===== src/hw/rtl/sfbs_pkg.sv =====
// shared types and constants of the flame billboard sampler
package sfbs_pkg;

  localparam int MAX_FRAMES_DEF = 256;

  // register indexes
  localparam logic [2:0] REG_FRAME_TIME  = 3'd0;
  localparam logic [2:0] REG_FRAME_TOTAL = 3'd1;
  localparam logic [2:0] REG_COLUMNS     = 3'd2;
  localparam logic [2:0] REG_ROWS        = 3'd3;
  localparam logic [2:0] REG_PHASE_STEP  = 3'd4;
  localparam logic [2:0] REG_WIDTH_FACT  = 3'd5;
  localparam logic [2:0] REG_HEIGHT_FACT = 3'd6;
  localparam logic [2:0] REG_ALPHAS      = 3'd7;

  // age bands
  localparam logic [1:0] BAND_YOUNG = 2'd0;
  localparam logic [1:0] BAND_MID   = 2'd1;
  localparam logic [1:0] BAND_OLD   = 2'd2;

  localparam logic [12:0] PULSE_BASE = 13'd3686;
  localparam logic [5:0]  PULSE_STEP = 6'd51;
  localparam logic [12:0] RECIP_100  = 13'd5243;  // 2^19 / 100, rounded up
  localparam int          RECIP_SH   = 19;
  localparam logic [20:0] MIN_QUAD   = 21'd128;

  typedef struct packed {
    logic [15:0] age_ms;
    logic [15:0] life_ms;
    logic [7:0]  slot_number;
    logic [15:0] mesh_scale;
  } in_word_t;

  typedef struct packed {
    logic [7:0]  frame_num;
    logic [7:0]  atlas_col;
    logic [7:0]  cell_row;
    logic        flip_horizontal;
    logic [20:0] quad_width;
    logic [20:0] quad_height;
    logic [7:0]  core_green;
    logic [7:0]  core_blue;
    logic [7:0]  core_alpha;
    logic [7:0]  hot_alpha;
    logic [7:0]  glow_alpha;
  } out_word_t;

endpackage


===== src/hw/rtl/sfbs_div.sv =====
// pipelined restoring divider, one quotient bit per stage, with a sideband tag
module sfbs_div import sfbs_pkg::*; #(
  parameter int NW = 16,
  parameter int DW = 16,
  parameter int TW = 1
) (
  input  logic          clk,
  input  logic          rst,
  input  logic          en,
  input  logic          in_vld,
  input  logic [NW-1:0] num,
  input  logic [DW-1:0] den,
  input  logic [TW-1:0] tag,
  output logic          out_vld,
  output logic [NW-1:0] quo,
  output logic [DW-1:0] rem,
  output logic [TW-1:0] out_tag
);

  logic          vs [NW];
  logic [DW-1:0] rs [NW];
  logic [NW-1:0] ns [NW];
  logic [NW-1:0] qs [NW];
  logic [DW-1:0] ds [NW];
  logic [TW-1:0] ts [NW];

  for (genvar k = 0; k < NW; k++) begin : g_st
    logic          v_in;
    logic [DW-1:0] r_in;
    logic [NW-1:0] n_in;
    logic [NW-1:0] q_in;
    logic [DW-1:0] d_in;
    logic [TW-1:0] t_in;
    logic [DW:0]   trial;
    logic          ge;

    if (k == 0) begin : g_first
      assign v_in = in_vld;
      assign r_in = '0;
      assign n_in = num;
      assign q_in = '0;
      assign d_in = den;
      assign t_in = tag;
    end else begin : g_next
      assign v_in = vs[k-1];
      assign r_in = rs[k-1];
      assign n_in = ns[k-1];
      assign q_in = qs[k-1];
      assign d_in = ds[k-1];
      assign t_in = ts[k-1];
    end

    assign trial = {r_in, n_in[NW-1]};
    assign ge    = trial >= {1'b0, d_in};

    always_ff @(posedge clk) begin
      if (rst) begin
        vs[k] <= 1'b0;
      end else if (en) begin
        vs[k] <= v_in;
      end
    end

    always_ff @(posedge clk) begin
      if (en) begin
        rs[k] <= ge ? DW'(trial - {1'b0, d_in}) : trial[DW-1:0];
        ns[k] <= n_in << 1;
        qs[k] <= (q_in << 1) | NW'(ge);
        ds[k] <= d_in;
        ts[k] <= t_in;
      end
    end
  end

  assign out_vld = vs[NW-1];
  assign quo     = qs[NW-1];
  assign rem     = rs[NW-1];
  assign out_tag = ts[NW-1];

endmodule


===== config.mk =====
export PLATFORM = sky130hd
export DESIGN_NAME = sfbs_div
export DESIGN_NICKNAME = d
export VERILOG_FILES = /design/src/hw/rtl/sfbs_pkg.sv /design/src/hw/rtl/sfbs_div.sv
export SDC_FILE = /design/constraint.sdc
export NUM_CORES = 1
export LEC_CHECK = 0
export BUFFER_PORTS_ARGS = -buffer_cell sky130_fd_sc_hd__buf_4
export CAP_MARGIN = 10
export CORE_MARGIN = 2
export CORE_UTILIZATION = 37
export CTS_CLUSTER_DIAMETER = 80
export CTS_CLUSTER_SIZE = 28
export DETAILED_ROUTE_END_ITERATION = 10
export PLACE_DENSITY = 0.56
export RECOVER_POWER = 50
export SLEW_MARGIN = 20
export SYNTH_ARGS = -nofsm -noshare
export SYNTH_HDL_FRONTEND = slang
export SYNTH_SLANG_ARGS = --single-unit
export TNS_END_PERCENT = 20

===== constraint.sdc =====
create_clock -name clk -period 6.5 [get_ports clk]
set_input_delay 0.975 -clock clk [delete_from_list [all_inputs] [get_ports clk]]
set_output_delay 0.975 -clock clk [all_outputs]
set_load 0.01 [all_outputs]

Yosys cells after proc, flatten, opt, wreduce, memory -nomap -nowiden --
Memory sizes are Yosys's and may differ from the RTL's. Index checks and enable logic that the tools add are counted.
Word-level totals: memories 6, output and inout port bits 34, word-level logic and storage cells 107, input bits 37, memory bits (writable) 1040, bits in registers 0
Memory list:
- ds | words 16, width 16, rd ports 15, clocked after memory_dff 0, write ports 16, line sfbs_div.sv:24 | logic [DW-1:0] ds [NW];
- qs | words 16, width 16, rd ports 16, clocked after memory_dff 0, write ports 16, line sfbs_div.sv:23 | logic [NW-1:0] qs [NW];
- rs | words 16, width 16, rd ports 16, clocked after memory_dff 0, write ports 16, line sfbs_div.sv:21 | logic [DW-1:0] rs [NW];
- ns | words 16, width 15, rd ports 15, clocked after memory_dff 0, write ports 16, line sfbs_div.sv:22 | logic [NW-1:0] ns [NW];
- ts | words 16, width 1, rd ports 16, clocked after memory_dff 0, write ports 16, line sfbs_div.sv:25 | logic [TW-1:0] ts [NW];
- vs | words 16, width 1, rd ports 16, clocked after memory_dff 0, write ports 16, line sfbs_div.sv:20 | logic vs [NW];
Operators by class: magnitude comparators 16, bitwise logic cells 31, $add $sub $neg 16, muxes and demuxes 38
Operator list (count):
- 2-to-1 mux 16 bit | 16
- >= comparator 17 x 16 -> 1 bit | 15
- OR 16 x 1 -> 16 bit | 15
- subtractor 16 bit | 15
- 2-to-1 mux 1 bit | 22
- >= comparator 1 x 16 -> 1 bit | 1
- OR 1 bit | 16
- subtractor 1 x 16 -> 16 bit | 1

Logic depth before layout (Yosys ltp) --
word-level depth 4, mapped depth 12, gate-level depth less buffers 11

Worst setup path before layout --
No wires, ideal clock.
kind input port to flip-flop, from input port num[15], to memory rs[0][0] (data pin), data arrival time 2.540 ns, setup time 0.259 ns, stages 9, path buffers 2, data required time 6.241 ns, setup slack 3.701 ns, cells stage by stage inv_1 ha_1 clkbuf_1 inv_1 ha_1 a21oi_1 nor4_1 buf_2 a21oi_1
RTL lines:
- from (decl) | line sfbs_div.sv:11 | input logic [NW-1:0] num,
- to (decl) | line sfbs_div.sv:21

==> reports/metrics.csv <==
stage,metric,value,unit
status,status,"finished, violations left",
status,failing checks,"capacitance limit, slew limit",
placement,Port Buffer Count,70,
sta,Post-Route Skew,0.03826,ns
setup_path,r2r setup slk,2.74,ns
drt,post-route ant nets,0,
placement,dpl hpwl,51.03,mm
floorplanning,IO Count,71,
setup_path,CP arrival,4.17,ns
clock_tree,"Reg clk slew, reported paths",0.10,ns
synth,Mapped Cells,2928,
synth,syn nets,3222,
setup_path,crit path max fanout,26,
job,max-cap viol count,5,
placement,Placed Area,40930,sq um
power,Leak,16.50,nW
final_layout,Area Overhead vs Synth,9.781,%
final_layout,# nets final,3314,
synth,top cell type's share of synthesized area,0.6076,
synth,Post-synth EDFFs,784,
synth,Mapped Area,38750,sq um
clock_tree,Sink Count,784,
drt,DR WL/cell,16.04,microns
sta,RSZ-0062 raised after global routing,no,
worst_hold_path,Min-Delay Path Depth,0,
synth,largest cells by area after synthesis,"edfxtp_1 (61%), ha_1 (7.8%), mux2_2 (3.3%), inv_1 (3.1%), xnor2_1 (2.4%)",
sta,final hold viol count,0,
drt,drt pass-1 iters,5,
global_route,Overall Global Routing Usage,0.1334,
clock_tree,H-tree depth,2,
sta,max-slew violation count,422,
final_layout,"Core Util, Final",0.4104,
global_route,GR Overflow Total,0,
setup_path,CP Class,flop to flop,
power,VDD IR max,0.2196,mV
synth,"Top FF cell, synth",edfxtp_1,
sta,relative slew slack,-1.034,
final_layout,layout filler cell count,9724,
floorplanning,Core Area,103600,sq um
floorplanning,initial cell density of the core,0.3738,
clock_tree,post-cts gate resize count,0,
floorplanning,Die Height,327.6,microns
synth,Ys Warns,0,
drt,vias,22016,
clock_tree,number of setup buffers added after CTS,0,
sta,final setup violation count,0,
clock_tree,"Clk Latency, worst-skew pair",0.67,ns
final_layout,Reg area,23540,sq um
clock_tree,CTS tree,done,
synth,register area share after synthesis,0.6076,
synth,Post-synth ARST share,0,
placement,final RePlAce weighted congestion,0.8414,
setup_path,Reg2Reg Depth,7,
synth,Synth area leader,edfxtp_1,
sta,Final Critical Period,3.763,ns
global_route,initial antenna violation count,1,
setup_path,Crit Reg-Reg Endpoint,rs[3][7]$_DFFE_PP_,
setup_path,RR Startpoint,rs[2][25]$_DFFE_PP_,
sta,crit share post-route,0.5789,
worst_hold_path,WHS Endpoint,ns[8][13]$_DFFE_PP_,
worst_hold_path,Min-Delay Startpoint,ns[7][12]$_DFFE_PP_,
global_route,number of global-route vias before repair,22393,
sta,setup TNS,0,ns
clock_tree,clk root buf,clkbuf_16,
clock_tree,Num CTS Buffers,46,
floorplanning,std cell rows,118,
sta,fmax,0.2658,GHz
floorplanning,Die ar.,107300,sq um
setup_path,CP startpoint kind,flop,
floorplanning,Die Wd,327.6,microns
synth,unique cell type count in the Yosys netlist,92,
final_layout,"Design Area, Final",42540,sq um
worst_hold_path,Hold WC Path Type,flop to flop,
synth,syn avg cell area,13.23,sq um
final_layout,# diodes,0,
clock_tree,clock buffer depth,3,
power,pwr dens,444.5,nW/um^2
final_layout,Multi-input gate area,13760,sq um
drt,drt drc,0,
final_layout,fraction of layout cells with a size suffix above 1,0.1169,
drt,Starting DRT DRC Count,1510,
global_route,largest net degree at the start of global routing,130,
setup_path,CP endpoint kind,flop,
drt,drt via density,4.965,
sta,actual slew at the worst max-slew pin,3.052,ns
clock_tree,CTS Hold Bufs,0,
drt,routed wire length,71.11,mm
synth,synthesized flop and latch total,784,
setup_path,CP Data Required Time,6.91,ns
global_route,first-pass GRT wire length,115.2,mm
-- critical path, stage by stage, from the launching register on --
cell       delay (ns)
edfxtp_1         0.42
ha_1             0.42
and4_1           0.32
nand2_1          0.12
nor3_1           0.70
a2111oi_0        0.33
nand2_1          0.78
mux2_2           0.42
-- routing by layer --
metal / up-vias / track usage / routed length, microns
li1: 11000 / - / -
met1: 10606 / 0.1501 / 29160
met2: 275 / 0.2506 / 37070
met3: 135 / 0.01697 / 1906
met4: 0 / 0.05933 / 2971
met5: - / 0 / 0
-- metrics by stage --
| step | instances | power (mW) | hold WS [ns] | worst slack (ns) |
|---|---|---|---|---|
| after floorplan | 2928 | 13.80 | 0.4003 | 3.701 |
| after global placement | 4351 | 15.44 | 0.4017 | 2.848 |
| after detailed placement | 4352 | 15.53 | 0.4045 | 2.874 |
| after CTS | 4434 | 19.13 | 0.4002 | 2.860 |
| after global routing | 4434 | 20.26 | 0.4060 | 2.490 |
| final | 4434 | 18.91 | 0.3992 | 2.737 |
-- cells in the mapped netlist (17+ instances only) --
master    number
edfxtp_1     784
inv_1        324
ha_1         242
nor2_1       172
a21oi_1      153
nand2_1      137
mux2_2       115
xnor2_1      108
o21ai_0      107
nor3_1        54
a21o_1        52
xor2_1        52
nor2b_1       45
nand3_1       43
o21a_1        38
mux2i_1       33
mux2_4        30
nand4_1       30
a31oi_1       22
or3_1         21
and2_1        20
nand2b_1      20
nor4_1        20
o31ai_1       20
clkbuf_1      19
o31a_1        17
-- area by class of cell --
cell class              instances  share of cell area
inverters                     325             0.02868
clock inverters                32             0.01224
clock buffers                  50             0.02791
well taps                    1380             0.04059
multi-input cells            1780              0.3234
flip-flops and latches        784              0.5535
repair buffers                 83             0.01371
-- state kept, by name, summed over array words and instances (netlist names) --
| name | cells |
|---|---|
| ts | 16 |
| ds | 240 |
| rs | 256 |
| ns | 120 |
| vs | 16 |
| qs | 136 |
-- logic make-up (layout without fill, tap and decap cells) --
kind of cell / count (synthesis) / count (layout) / share of synthesized area
DFF: 784 / 784 / 0.6076
buffers and inverters: 364 / 490 / 0.03772
xor gates and xnor gates: 160 / 160 / 0.03617
adders and majority gates: 257 / 257 / 0.08590
and+or+nand+nor: 599 / 599 / 0.07437
AOI/OAI and AO/OA: 576 / 576 / 0.1018
muxes: 188 / 188 / 0.05648
-- where the power goes --
group          total, mW  switching (mW)  internal [mW]
combinational       7.79            4.05           3.74
clock               3.49            1.89           1.60
sequential          7.63           0.527           7.10
total               18.9            6.46           12.4
-- placed cells by master (no fill, tap or decap), types with 12 or more instances in the layout --
cell         n
buf_4       43
or3_1       21
nand4_1     30
nand3_1     43
a21o_1      52
xor2_1      52
fa_1        15
clkbuf_1    17
xnor2_1    108
nor2_1     172
nor3_1      54
a21boi_0    12
o21ai_0    107
clkbuf_16   47
ha_1       242
nor2b_1     45
and2_1      20
or2_2       13
o31ai_1     20
nand2b_1    20
o21a_1      38
nor4_1      19
mux2i_1     33
o21bai_1    15
mux2_4      30
nand2_1    137
clkbuf_4    19
a31oi_1     22
a31o_2      13
edfxtp_1   784
mux2_2     115
o31a_1      17
a21oi_1    153
inv_1      324
-- worst max-delay path by stage --
stage | to | slack, ns | from
final | rs[3][7]$_DFFE_PP_ | 2.74 | rs[2][25]$_DFFE_PP_
after global routing | qs[1][101]$_DFFE_PP_ | 2.49 | en
after CTS | rs[3][3]$_DFFE_PP_ | 2.86 | rs[2][25]$_DFFE_PP_
after detailed placement | rs[3][3]$_DFFE_PP_ | 2.87 | rs[2][25]$_DFFE_PP_
after global placement | rs[6][18]$_DFFE_PP_ | 2.85 | ds[1][65]$_DFFE_PP_
after floorplan | rs[0][0]$_DFFE_PP_ | 3.70 | num[15]
No activity file was read; power rests on OpenSTA's default activity.
